[src/hdl/fswq_pkg.sv]
// ----------------------------------------------------------------------------
// fswq_pkg
// Shared types and codes of the sector write-back queue.
// ----------------------------------------------------------------------------
`default_nettype none

package fswq_pkg;

  // slot storage
  localparam int NumSlots   = 8;
  localparam int SlotW      = $clog2(NumSlots);
  localparam int CountW     = SlotW + 1;
  localparam int AddrW      = 32;
  localparam int WordW      = 32;
  localparam int SlotEntryW = AddrW + 1;
  localparam logic [WordW-1:0] ErasedWord = '1;

  // input kinds
  typedef enum logic [1:0] {
    KindCmd    = 2'd0,
    KindDone   = 2'd1,
    KindPair   = 2'd2,
    KindUnused = 2'd3
  } kind_e;

  // host command codes
  localparam logic [7:0] CmdInit    = 8'd1;
  localparam logic [7:0] CmdWrite   = 8'd2;
  localparam logic [7:0] CmdCompare = 8'd3;

  // result status
  typedef enum logic [1:0] {
    StatOk      = 2'd0,
    StatBusy    = 2'd1,
    StatBad     = 2'd2,
    StatNothing = 2'd3
  } status_e;

  // flash operations
  typedef enum logic [2:0] {
    OpNone  = 3'd0,
    OpInit  = 3'd1,
    OpRead  = 3'd2,
    OpErase = 3'd3,
    OpWrite = 3'd4
  } flash_op_e;

endpackage

`default_nettype wire

[src/hdl/fswq_ram.sv]
// ----------------------------------------------------------------------------
// fswq_ram
// Generic single-write, single-read RAM with registered read data.
// ----------------------------------------------------------------------------
`default_nettype none

module fswq_ram #(
  parameter int Width = 8,
  parameter int Depth = 8
) (
  input  logic                     clk_i,
  input  logic                     we_i,
  input  logic [$clog2(Depth)-1:0] waddr_i,
  input  logic [Width-1:0]         wdata_i,
  input  logic [$clog2(Depth)-1:0] raddr_i,
  output logic [Width-1:0]         rdata_o
);

  logic [Width-1:0] mem_q [Depth];

  // write port
  always_ff @(posedge clk_i) begin
    if (we_i) begin
      mem_q[waddr_i] <= wdata_i;
    end
  end

  // registered read port
  always_ff @(posedge clk_i) begin
    rdata_o <= mem_q[raddr_i];
  end

endmodule

`default_nettype wire

[src/hdl/flash_sector_writeback_queue.sv]
// ----------------------------------------------------------------------------
// flash_sector_writeback_queue
// Queues sector write jobs in slots and sequences read, erase and write.
// ----------------------------------------------------------------------------
// Usage:
//   Input channel: drive kind/command/slot/address/word fields with start
//   high; the transfer happens on an edge where start is high and busy low.
//   Busy rises in the following cycle and stays high until the result is out.
//   Result channel: done_o is high for exactly one cycle with the result
//   fields; there is no back-pressure, the receiver must take it then.
//   Host commands, word pairs and stray events pass only the execute state
//   before the result; a taken flash-done event adds the slot and decide
//   states and, if it starts the next job, ring, slot and decide again
//   (two passes through the ring and slot memories, one registered read
//   each). free_mask_o and running_o show the state after the step while
//   done_o is high. slots_in_use is written through cfg_we_i/cfg_wdata_i;
//   the user must write it only while idle; no check in the block enforces
//   this. Reset empties the queue, frees all slots and sets slots_in_use
//   to 7; the slot and ring memories need no clearing pass.
// ----------------------------------------------------------------------------
`default_nettype none

module flash_sector_writeback_queue (
  input  logic                          clk_i,
  input  logic                          rst_ni,
  input  logic                          start,
  output logic                          busy,
  input  logic [1:0]                    kind_i,
  input  logic [7:0]                    command_code_i,
  input  logic [fswq_pkg::SlotW-1:0]    slot_index_i,
  input  logic [fswq_pkg::AddrW-1:0]    flash_address_i,
  input  logic                          spi_busy_i,
  input  logic [fswq_pkg::WordW-1:0]    read_word_i,
  input  logic [fswq_pkg::WordW-1:0]    source_word_i,
  input  logic                          cfg_we_i,
  input  logic [fswq_pkg::CountW-1:0]   cfg_wdata_i,
  output logic                          done_o,
  output logic [1:0]                    status_o,
  output logic [2:0]                    flash_op_o,
  output logic [fswq_pkg::AddrW-1:0]    op_address_o,
  output logic [fswq_pkg::SlotW-1:0]    op_slot_o,
  output logic [fswq_pkg::NumSlots-1:0] free_mask_o,
  output logic                          running_o
);

  import fswq_pkg::*;

  typedef enum logic [2:0] {
    StIdle, StExec, StRing, StSlot, StDecide, StOut
  } state_e;

  typedef enum logic [1:0] {
    PhIdle  = 2'd0,
    PhRead  = 2'd1,
    PhErase = 2'd2,
    PhWrite = 2'd3
  } phase_e;

  state_e              state_q, state_d;
  phase_e              phase_q, phase_d;
  logic [1:0]          kind_q, kind_d;
  logic [7:0]          code_q, code_d;
  logic [SlotW-1:0]    sidx_q, sidx_d;
  logic [AddrW-1:0]    addr_q, addr_d;
  logic                spi_q, spi_d;
  logic [WordW-1:0]    rd_q, rd_d;
  logic [WordW-1:0]    src_q, src_d;
  logic [CountW-1:0]   slots_q, slots_d;
  logic [NumSlots-1:0] slot_busy_q, slot_busy_d;
  logic [SlotW-1:0]    head_q, head_d;
  logic [SlotW-1:0]    tail_q, tail_d;
  logic [CountW-1:0]   count_q, count_d;
  logic                erased_q, erased_d;
  logic                match_q, match_d;
  logic [SlotW-1:0]    slot_q, slot_d;
  logic                start_mode_q, start_mode_d;
  status_e             status_q, status_d;
  flash_op_e           op_q, op_d;
  logic [AddrW-1:0]    op_addr_q, op_addr_d;
  logic [SlotW-1:0]    op_slot_q, op_slot_d;

  logic                  ring_we;
  logic [SlotW-1:0]      ring_rdata;
  logic                  slot_we;
  logic [SlotEntryW-1:0] slot_wdata;
  logic [SlotEntryW-1:0] slot_rdata;
  logic                  entry_compare;
  logic [AddrW-1:0]      entry_addr;
  logic                  finish_now;

  // order ring: slot numbers in arrival order, read at the head
  fswq_ram #(
    .Width (SlotW),
    .Depth (NumSlots)
  ) u_ring_ram (
    .clk_i   (clk_i),
    .we_i    (ring_we),
    .waddr_i (tail_q),
    .wdata_i (sidx_q),
    .raddr_i (head_q),
    .rdata_o (ring_rdata)
  );

  // slot table: compare flag and sector address, read at the head slot
  fswq_ram #(
    .Width (SlotEntryW),
    .Depth (NumSlots)
  ) u_slot_ram (
    .clk_i   (clk_i),
    .we_i    (slot_we),
    .waddr_i (sidx_q),
    .wdata_i (slot_wdata),
    .raddr_i (ring_rdata),
    .rdata_o (slot_rdata)
  );

  assign slot_wdata    = {(code_q == CmdCompare), addr_q};
  assign entry_compare = slot_rdata[SlotEntryW-1];
  assign entry_addr    = slot_rdata[AddrW-1:0];

  // next-state logic
  always_comb begin
    state_d      = state_q;
    phase_d      = phase_q;
    kind_d       = kind_q;
    code_d       = code_q;
    sidx_d       = sidx_q;
    addr_d       = addr_q;
    spi_d        = spi_q;
    rd_d         = rd_q;
    src_d        = src_q;
    slots_d      = slots_q;
    slot_busy_d  = slot_busy_q;
    head_d       = head_q;
    tail_d       = tail_q;
    count_d      = count_q;
    erased_d     = erased_q;
    match_d      = match_q;
    slot_d       = slot_q;
    start_mode_d = start_mode_q;
    status_d     = status_q;
    op_d         = op_q;
    op_addr_d    = op_addr_q;
    op_slot_d    = op_slot_q;
    ring_we      = 1'b0;
    slot_we      = 1'b0;
    finish_now   = 1'b0;

    // configuration register
    if (cfg_we_i) begin
      slots_d = cfg_wdata_i;
    end

    unique case (state_q)
      StIdle: begin
        if (start) begin
          kind_d  = kind_i;
          code_d  = command_code_i;
          sidx_d  = slot_index_i;
          addr_d  = flash_address_i;
          spi_d   = spi_busy_i;
          rd_d    = read_word_i;
          src_d   = source_word_i;
          state_d = StExec;
        end
      end

      StExec: begin
        status_d  = StatNothing;
        op_d      = OpNone;
        op_addr_d = '0;
        op_slot_d = '0;
        state_d   = StOut;
        unique case (kind_e'(kind_q))
          KindCmd: begin
            if (spi_q) begin
              status_d = StatBusy;
            end else if (code_q == CmdInit) begin
              if (count_q != '0) begin
                status_d = StatBad;
              end else begin
                status_d = StatOk;
                op_d     = OpInit;
              end
            end else if (code_q == CmdWrite || code_q == CmdCompare) begin
              if ({1'b0, sidx_q} >= slots_q || slot_busy_q[sidx_q]) begin
                status_d = StatBad;
              end else begin
                // enqueue the job
                slot_busy_d[sidx_q] = 1'b1;
                slot_we             = 1'b1;
                ring_we             = 1'b1;
                tail_d              = tail_q + SlotW'(1);
                count_d             = count_q + CountW'(1);
                status_d            = StatOk;
                // empty queue: the new job starts at once
                if (count_q == '0) begin
                  op_slot_d = sidx_q;
                  op_addr_d = addr_q;
                  if (code_q == CmdCompare) begin
                    erased_d = 1'b1;
                    match_d  = 1'b1;
                    phase_d  = PhRead;
                    op_d     = OpRead;
                  end else begin
                    phase_d = PhWrite;
                    op_d    = OpWrite;
                  end
                end
              end
            end else begin
              status_d = StatBad;
            end
          end
          KindDone: begin
            if (phase_q != PhIdle && count_q != '0) begin
              status_d     = StatOk;
              start_mode_d = 1'b0;
              state_d      = StSlot;
            end
          end
          KindPair: begin
            if (phase_q == PhRead) begin
              if (rd_q != ErasedWord) begin
                erased_d = 1'b0;
              end
              if (rd_q != src_q) begin
                match_d = 1'b0;
              end
              status_d = StatOk;
            end
          end
          default: begin
          end
        endcase
      end

      // wait for the ring read at the new head
      StRing: begin
        state_d = StSlot;
      end

      // head slot number is out, slot table read is on its way
      StSlot: begin
        slot_d  = ring_rdata;
        state_d = StDecide;
      end

      StDecide: begin
        state_d = StOut;
        if (start_mode_q) begin
          // start the next queued job
          op_slot_d = slot_q;
          op_addr_d = entry_addr;
          if (entry_compare) begin
            erased_d = 1'b1;
            match_d  = 1'b1;
            phase_d  = PhRead;
            op_d     = OpRead;
          end else begin
            phase_d = PhWrite;
            op_d    = OpWrite;
          end
        end else begin
          unique case (phase_q)
            PhRead: begin
              if (match_q) begin
                finish_now = 1'b1;
              end else begin
                phase_d   = erased_q ? PhWrite : PhErase;
                op_d      = erased_q ? OpWrite : OpErase;
                op_slot_d = slot_q;
                op_addr_d = entry_addr;
              end
            end
            PhErase: begin
              phase_d   = PhWrite;
              op_d      = OpWrite;
              op_slot_d = slot_q;
              op_addr_d = entry_addr;
            end
            default: begin
              finish_now = 1'b1;
            end
          endcase
          // retire the head job, then start the next one if any
          if (finish_now) begin
            slot_busy_d[slot_q] = 1'b0;
            head_d              = head_q + SlotW'(1);
            count_d             = count_q - CountW'(1);
            if (count_q == CountW'(1)) begin
              phase_d = PhIdle;
            end else begin
              start_mode_d = 1'b1;
              state_d      = StRing;
            end
          end
        end
      end

      StOut: begin
        state_d = StIdle;
      end

      default: begin
        state_d = StIdle;
      end
    endcase
  end

  // state and registered outputs
  always_ff @(posedge clk_i or negedge rst_ni) begin
    if (!rst_ni) begin
      state_q      <= StIdle;
      phase_q      <= PhIdle;
      kind_q       <= '0;
      code_q       <= '0;
      sidx_q       <= '0;
      addr_q       <= '0;
      spi_q        <= 1'b0;
      rd_q         <= '0;
      src_q        <= '0;
      slots_q      <= CountW'(7);
      slot_busy_q  <= '0;
      head_q       <= '0;
      tail_q       <= '0;
      count_q      <= '0;
      erased_q     <= 1'b1;
      match_q      <= 1'b1;
      slot_q       <= '0;
      start_mode_q <= 1'b0;
      status_q     <= StatNothing;
      op_q         <= OpNone;
      op_addr_q    <= '0;
      op_slot_q    <= '0;
    end else begin
      state_q      <= state_d;
      phase_q      <= phase_d;
      kind_q       <= kind_d;
      code_q       <= code_d;
      sidx_q       <= sidx_d;
      addr_q       <= addr_d;
      spi_q        <= spi_d;
      rd_q         <= rd_d;
      src_q        <= src_d;
      slots_q      <= slots_d;
      slot_busy_q  <= slot_busy_d;
      head_q       <= head_d;
      tail_q       <= tail_d;
      count_q      <= count_d;
      erased_q     <= erased_d;
      match_q      <= match_d;
      slot_q       <= slot_d;
      start_mode_q <= start_mode_d;
      status_q     <= status_d;
      op_q         <= op_d;
      op_addr_q    <= op_addr_d;
      op_slot_q    <= op_slot_d;
    end
  end

  // free slots within the usable range
  always_comb begin
    for (int n = 0; n < NumSlots; n++) begin
      free_mask_o[n] = (slots_q > CountW'(n)) && !slot_busy_q[n];
    end
  end

  assign busy         = (state_q != StIdle);
  assign done_o       = (state_q == StOut);
  assign status_o     = status_q;
  assign flash_op_o   = op_q;
  assign op_address_o = op_addr_q;
  assign op_slot_o    = op_slot_q;
  assign running_o    = (count_q != '0);

endmodule

`default_nettype wire

[config.mk]
export PLATFORM = sky130hd
export DESIGN_NAME = flash_sector_writeback_queue
export DESIGN_NICKNAME = d
export VERILOG_FILES = /design/src/hdl/fswq_pkg.sv /design/src/hdl/fswq_ram.sv /design/src/hdl/flash_sector_writeback_queue.sv
export SDC_FILE = /design/constraint.sdc
export NUM_CORES = 1
export LEC_CHECK = 0
export BUFFER_PORTS_ARGS = -buffer_cell sky130_fd_sc_hd__buf_2
export CAP_MARGIN = 5
export CELL_PAD_IN_SITES_DETAIL_PLACEMENT = 0
export CELL_PAD_IN_SITES_GLOBAL_PLACEMENT = 1
export CORE_AREA = 5 5 205 207
export DETAILED_ROUTE_END_ITERATION = 8
export DIE_AREA = 0 0 210 212
export PLACE_DENSITY_LB_ADDON = 0.1
export SYNTH_ARGS = -nofsm -noshare
export SYNTH_HDL_FRONTEND = slang
export SYNTH_SLANG_ARGS = --single-unit
[constraint.sdc]
create_clock -name clk_i -period 5.9 [get_ports clk_i]
set_input_delay 0.59 -clock clk_i [delete_from_list [all_inputs] [get_ports clk_i]]
set_output_delay 0.59 -clock clk_i [all_outputs]
set_load 0.01 [all_outputs]
==> summary.txt, run 1 <==
Critical path
  • R2r worst-path depth: 7
  • Reg2reg start: sidx_q[0]
  • Setup crit end: u_slot_ram.mem_q[7][7]
  • CP max-delay cell: nor2_4
  • Cells along the critical path: inv_1 -> ha_1 -> or2b_2 -> a31oi_1 -> o2111a_1 -> nand3_2 -> nor2_4
  • R2R Path End: u_slot_ram.mem_q[7][7]
  • Max incr delay on CP: 0.98 ns
  • Crit path launch: sidx_q[0]
  • Critical path capture point type: flip-flop
  • FF-to-FF setup slack: 1.86 ns
  • Worst Path Required: 6.09 ns
  • Crit path buf inv count: 1
  • Crit. path cell count: 7
  • Critical path class: flip-flop to flip-flop
  • Worst Setup Start Kind: flip-flop
  • CP arrival: 4.22 ns
  • Critical path fanouts, max: 33
  • CP top delay family: simple AND/OR/NAND/NOR gates

Die
  • I/O pin cnt: 169
  • Die Span X: 210 um
  • Core area: 0.0402 mm2
  • Die area: 0.0445 mm2
  • Die height: 212 um
  • FP Rows: 74
  • Effective utilization at floorplan: 49.8%

Yosys
  • Synth area leader: edfxtp_1
  • Most frequent cell after synthesis: edfxtp_1
  • EDFF count, synth: 288
  • Yosys top cell area share: 43.2%
  • Yosys Warn Count: 0
  • Synthesized Nets: 1298
  • Synth top cells by count: edfxtp_1, dfrtp_1, mux2_2
  • Sequential share of the synthesized area: 69.7%
  • Synth Register Bits: 507
  • Synth cell types: 72
  • Synth top area cells: edfxtp_1, dfrtp_1, mux2_2
  • Syn avg cell area: 17.1 um2
  • Async set or reset register ratio after synthesis: 36.1%
  • Synth Flop Type: edfxtp_1
  • Mapped cell area: 0.0200 mm2
  • Cell count after synthesis: 1168

Route
  • Via/cell ratio: 5.54
  • Initial detailed-routing violation count: 628
  • Total wire length: 41700 um
  • Vias: 10700
  • Number of routed nets with antenna violations: 0
  • DR pass1 iterations: 5
  • DRC: 0
  • Drt wl/cell: 21.7 um

CTS
  • Reg clk slew, reported paths: 0.06 ns
  • Clock root buffer: clkbuf_16
  • CTS Sinks: 507
  • # Post-CTS Setup Buffers: 0
  • CTS Buffer Depth: 3
  • CTS Hold Bufs: 0
  • CTS tree: yes
  • CTS buffer count: 52
  • Worst skew pair latency: 0.58 ns
  • H-Tree Depth: 2
  • Post-cts resize count: 0

Power and ir drop
  • Cell Pwr Density: 524 mW/mm2
  • Leakage power: 8.56 nW
  • Worst IR drop on VDD: 0.000285 V

GRT
  • Vias in the first global route: 11200
  • Grt met2 use: 30.2%
  • First-pass GRT wire length: 65600 um
  • Initial antenna violation count: 9
  • Met3 Track Usage GR: 4.50%
  • Met1 Use GR: 27.0%
  • Largest net degree at the start of global routing: 89
  • Grt peak-use layer: met2
  • Overall Global Routing Usage: 18.9%
  • GRT Residual Overflow: 0

Timing
  • RSZ-0062 raised after global routing: false
  • Sum Neg Setup Slack: 0 ns
  • Crit share post-route: 68.4%
  • Fin. max-slew vios: 0
  • Slew margin rel.: 25.3%
  • Final hold viol count: 0
  • # setup viols final: 0
  • Least-Margin Pin Slew: 1.12 ns
  • Final min period: 4.04 ns
  • Worst hold margin: 0.0745 ns
  • Fmax: 248 MHz
  • Clock Skews: 0.0148 ns

Placed design
  • PortBufs: 168
  • GPL Wtd Cong: 0.784
  • Detail Placement HPWL: 25600 um

Outcome
  • Outcome: completed

Cells and area
  • Fillers: 3218
  • Core Util, Final: 57.9%
  • Layout overhead on the synthesized area: 16.1%
  • Nets: 1477
  • Share of cells above drive strength 1: 38.4%

Worst hold path
  • HP Class: primary input to asynchronous set/reset pin

Job
  • Max Cap Violations: 0
-- state kept, by name, indices dropped and copies added (netlist names), 3 cells and up --
signal,count
u_slot_ram.mem_q,264
u_slot_ram.rdata_o,33
addr_q,32
op_address_o,32
rd_q,32
src_q,32
u_ring_ram.mem_q,24
code_q,8
slot_busy_q,8
count_q,4
slots_q,4
flash_op_o,3
head_q,3
op_slot_o,3
sidx_q,3
slot_q,3
state_q,3
tail_q,3
u_ring_ram.rdata_o,3
-- worst reg2reg max path: cells and delay by family, from the launching register on --
| family | cells | cell delay [ns] |
|---|---|---|
| AOI/OAI and AO/OA | 2 | 0.75 |
| adders and majority gates | 1 | 0.32 |
| buffers and inverters | 1 | 0.16 |
| DFF | 1 | 0.79 |
| and+or+nand+nor | 3 | 1.59 |
-- layout make-up --
type                    count  area (um2)  share of cell area, %
diodes                      5        12.5                 0.0538
flip-flops and latches    507       14000                   60.0
clock buffers              70        1440                   6.20
multi-input cells         587        5790                   24.9
inverters                  14        52.6                  0.226
repair buffers            185         977                   4.20
clock inverters            27         348                   1.50
well taps                 532         666                   2.86
-- worst min-delay path by stage --
stage / start / endpoint / cells past startpoint
finish: rst_ni / addr_q[8] / 1
global route: rst_ni / addr_q[8] / 1
CTS: rst_ni / addr_q[8] / 1
detailed placement: code_q[6] / code_q[6] / 1
global placement: code_q[7] / code_q[7] / 1
floorplan: rst_ni / addr_q[0] / 0
-- kinds of logic (layout without fill, tap and decap cells) --
group	count (synthesis)	count (layout)	share of synthesized area [%]
multiplexers	230	230	17.0
AND/OR/NAND/NOR	173	173	4.70
buffers and inverters	74	296	1.78
other	0	5	0
adder cells (fa/ha/maj)	12	12	0.750
flip-flops	507	507	69.7
AO/OA/AOI/OAI	133	133	4.34
XOR/XNOR	39	39	1.71
-- stage by stage --
stage / power, mW / setup slack [ns] / cells / instance area, um2
4_1_cts: 12.4 / 1.88 / 1922 / 23200
3_3_place_gp: 8.87 / 1.96 / 1825 / 21500
5_1_grt: 12.9 / 1.68 / 1923 / 23200
3_5_place_dp: 8.95 / 1.91 / 1825 / 21500
6_report: 12.2 / 1.86 / 1927 / 23300
2_1_floorplan: 7.91 / 1.34 / 1168 / 20000
-- report_power, final --
| part | internal [mW] | leakage, nW | switching [mW] |
|---|---|---|---|
| Combinational | 1.63 | 2.61 | 1.32 |
| Sequential | 4.81 | 5.08 | 1.04 |
| Clock | 2.06 | 0.870 | 1.34 |
| Total | 8.50 | 8.56 | 3.69 |
-- routing by layer --
metal	up-vias	part of all wire, %
li1	4863	-
met1	5498	45
met2	239	48
met3	64	5.3
met4	8	1.8
met5	-	0.14
-- cells in the final DEF, fill, tap and decap left out, types with 5 or more instances in the layout --
| cell | n |
|---|---|
| a21oi_1 | 45 |
| a22oi_1 | 36 |
| buf_2 | 167 |
| buf_4 | 17 |
| bufinv_16 | 8 |
| clkbuf_1 | 13 |
| clkbuf_16 | 54 |
| clkinv_1 | 5 |
| clkinv_2 | 10 |
| dfrtp_1 | 176 |
| dfstp_2 | 7 |
| dfxtp_1 | 33 |
| diode_2 | 5 |
| edfxtp_1 | 288 |
| ha_1 | 12 |
| inv_1 | 14 |
| mux2_2 | 151 |
| mux4_2 | 73 |
| nand2_1 | 26 |
| nand2b_1 | 6 |
| nand3_1 | 8 |
| nand4_1 | 13 |
| nor2_1 | 56 |
| nor2_4 | 5 |
| nor2b_1 | 6 |
| nor3_1 | 8 |
| nor3b_1 | 5 |
| nor4_1 | 9 |
| o21ai_0 | 20 |
| o31ai_1 | 6 |
| xnor2_1 | 21 |
| xor2_1 | 18 |
No activity file was read; power rests on OpenSTA's default activity.
==> run 2, diff against run 1 <==
--- a/config.mk
+++ b/config.mk
@@ -9,9 +9,9 @@
 export CAP_MARGIN = 5
 export CELL_PAD_IN_SITES_DETAIL_PLACEMENT = 0
 export CELL_PAD_IN_SITES_GLOBAL_PLACEMENT = 1
-export CORE_AREA = 5 5 205 207
+export CORE_AREA = 5 5 215 217
 export DETAILED_ROUTE_END_ITERATION = 8
-export DIE_AREA = 0 0 210 212
+export DIE_AREA = 0 0 220 222
 export PLACE_DENSITY_LB_ADDON = 0.1
 export SYNTH_ARGS = -nofsm -noshare
 export SYNTH_HDL_FRONTEND = slang
==> constraint.sdc (replaced) <==
create_clock -name clk_i -period 3.5 [get_ports clk_i]
set_input_delay 0.35 -clock clk_i [delete_from_list [all_inputs] [get_ports clk_i]]
set_output_delay 0.35 -clock clk_i [all_outputs]
set_load 0.01 [all_outputs]
==> summary.txt, run 2 (synthesized netlist as in run 1, its figures left out) <==
Route
  • Number of routed nets with antenna violations: 0
  • DR pass1 iterations: 5
  • Initial detailed-routing violation count: 696
  • Drt wl/cell: 21.1 um
  • Vias: 11200
  • Total wire length: 44600 um
  • Via/cell ratio: 5.28
  • DRC: 0

Critical path
  • Worst Setup Start Kind: flip-flop
  • Crit. path cell count: 7
  • Critical path class: flip-flop to flip-flop
  • Cells along the critical path: ha_1 -> a21o_2 -> a31oi_1 -> o2111a_1 -> nand2_4 -> or2_4 -> nor3_1
  • CP max-delay cell: dfrtp_1
  • Critical path fanouts, max: 17
  • CP top delay family: simple AND/OR/NAND/NOR gates
  • Crit path buf inv count: 0
  • Worst Path Required: 3.74 ns
  • R2r worst-path depth: 7
  • Max incr delay on CP: 0.64 ns
  • Critical path capture point type: flip-flop
  • CP arrival: 3.11 ns

CTS
  • CTS Hold Bufs: 119
  • CTS tree: yes
  • Reg clk slew, reported paths: 0.06 ns
  • CTS buffer count: 54
  • # Post-CTS Setup Buffers: 0
  • H-Tree Depth: 2
  • Post-cts resize count: 0
  • Worst skew pair latency: 0.60 ns
  • Clock root buffer: clkbuf_16
  • CTS Buffer Depth: 3
  • CTS Sinks: 507

Cells and area
  • Share of cells above drive strength 1: 36.3%
  • Largest regs: u_slot_ram.mem_q (264), u_slot_ram.rdata_o (33)
  • Nets: 1606
  • Commonest non-fill, non-tap cell in the layout: edfxtp_1
  • Max reg flops: 264
  • Final Non-Filler Cells: 2116
  • Commonest cells after routing, fill and taps aside: edfxtp_1, dfrtp_1, buf_2
  • Fillers: 3492
  • Largest Register: u_slot_ram.mem_q
  • Layout overhead on the synthesized area: 24.0%

Placed design
  • GPL Wtd Cong: 0.772
  • Dpl cells: 1893
  • PortBufs: 168
  • Detail Placement HPWL: 27300 um
  • Post-place setup slack: 0.631 ns

GRT
  • First-pass GRT wire length: 71000 um
  • Vias in the first global route: 12100
  • Largest net degree at the start of global routing: 84
  • Overall Global Routing Usage: 18.7%
  • GRT Residual Overflow: 0
  • Initial antenna violation count: 2

Power and ir drop
  • Leakage power: 9.21 nW
  • Cell Pwr Density: 847 mW/mm2
  • Worst IR drop on VDD: 0.000438 V

Timing
  • RSZ-0062 raised after global routing: false
  • Fmax: 349 MHz
  • Sum Neg Setup Slack: 0 ns
  • Worst hold margin: 0.0376 ns
  • Clock Skews: 0.0213 ns
  • Crit share post-route: 81.9%
  • Slew margin rel.: 40.6%
  • Final hold viol count: 0
  • Final min period: 2.87 ns
  • Fin. max-slew vios: 0
  • Least-Margin Pin Slew: 0.890 ns
  • Setup slack after layout: 0.633 ns
  • # setup viols final: 0

Die
  • Die area: 0.0488 mm2
  • FP Rows: 77
  • Die height: 222 um
  • I/O pin cnt: 169
  • Core area: 0.0439 mm2
  • Effective utilization at floorplan: 45.6%
  • Die Span X: 220 um

Worst hold path
  • Hold Path Depth: 2
  • HP Class: primary input to flip-flop

Job
  • Max Cap Violations: 0

Outcome
  • Outcome: completed
run 2: cell types whose count changed in the layout (fill, tap and decap cells not counted), sizes merged, moves of 2 or more:
cell	previous run	this run
dlygate4sd3	0	119
buf	184	192
clkinv	16	20
diode	5	2
inv	14	17
clkinvlp	3	1
run 2: routing by layer:
layer	track usage (%)	up-vias	wire, um
met5	0	-	0
met4	5.34	0	997
met3	2.73	69	1730
met2	31.1	220	22300
met1	25.9	5769	19600
li1	-	5117	-
run 2: final timing paths:
| kind | startpoint | to | slack (ns) |
|---|---|---|---|
| max in group asynchronous | rst_ni | op_address_o[8] | 2.28 |
| max | sidx_q[1] | u_ring_ram.mem_q[0][1] | 0.63 |
| min reg2reg | code_q[6] | code_q[6] | 0.50 |
| min | read_word_i[22] | rd_q[22] | 0.04 |
| min in group asynchronous | rst_ni | head_q[1] | 0.40 |
| max reg2reg | sidx_q[1] | u_ring_ram.mem_q[0][1] | 0.63 |
run 2: area by class of cell:
type                            instances  area (um2)  share of cell area [%]
Tap cell                              592         741                    2.98
Clock inverter                         31         354                    1.43
Inverter                               14        52.6                   0.212
Clock buffer                           71        1510                    6.07
Antenna cell                            2        5.00                  0.0202
Multi-Input combinational cell        587        5810                    23.4
Timing Repair Buffer                  312        2400                    9.68
Sequential cell                       507       14000                    56.2
run 2: stage by stage:
stage	area (um2)	utilization [%]	total power, mW
floorplan	20100	-	13.4
global placement	21800	49.6	15.2
detailed placement	21800	49.6	15.3
CTS	24800	56.5	21.3
global route	24800	56.5	22.3
finish	24800	56.5	21.0
run 2: power breakdown:
group	internal, mW	switching (mW)	leakage [nW]	total (mW)
clock network	3.56	2.34	0.926	5.90
logic	2.93	2.49	3.21	5.41
registers	8.11	1.61	5.08	9.72
total	14.6	6.45	9.21	21.0
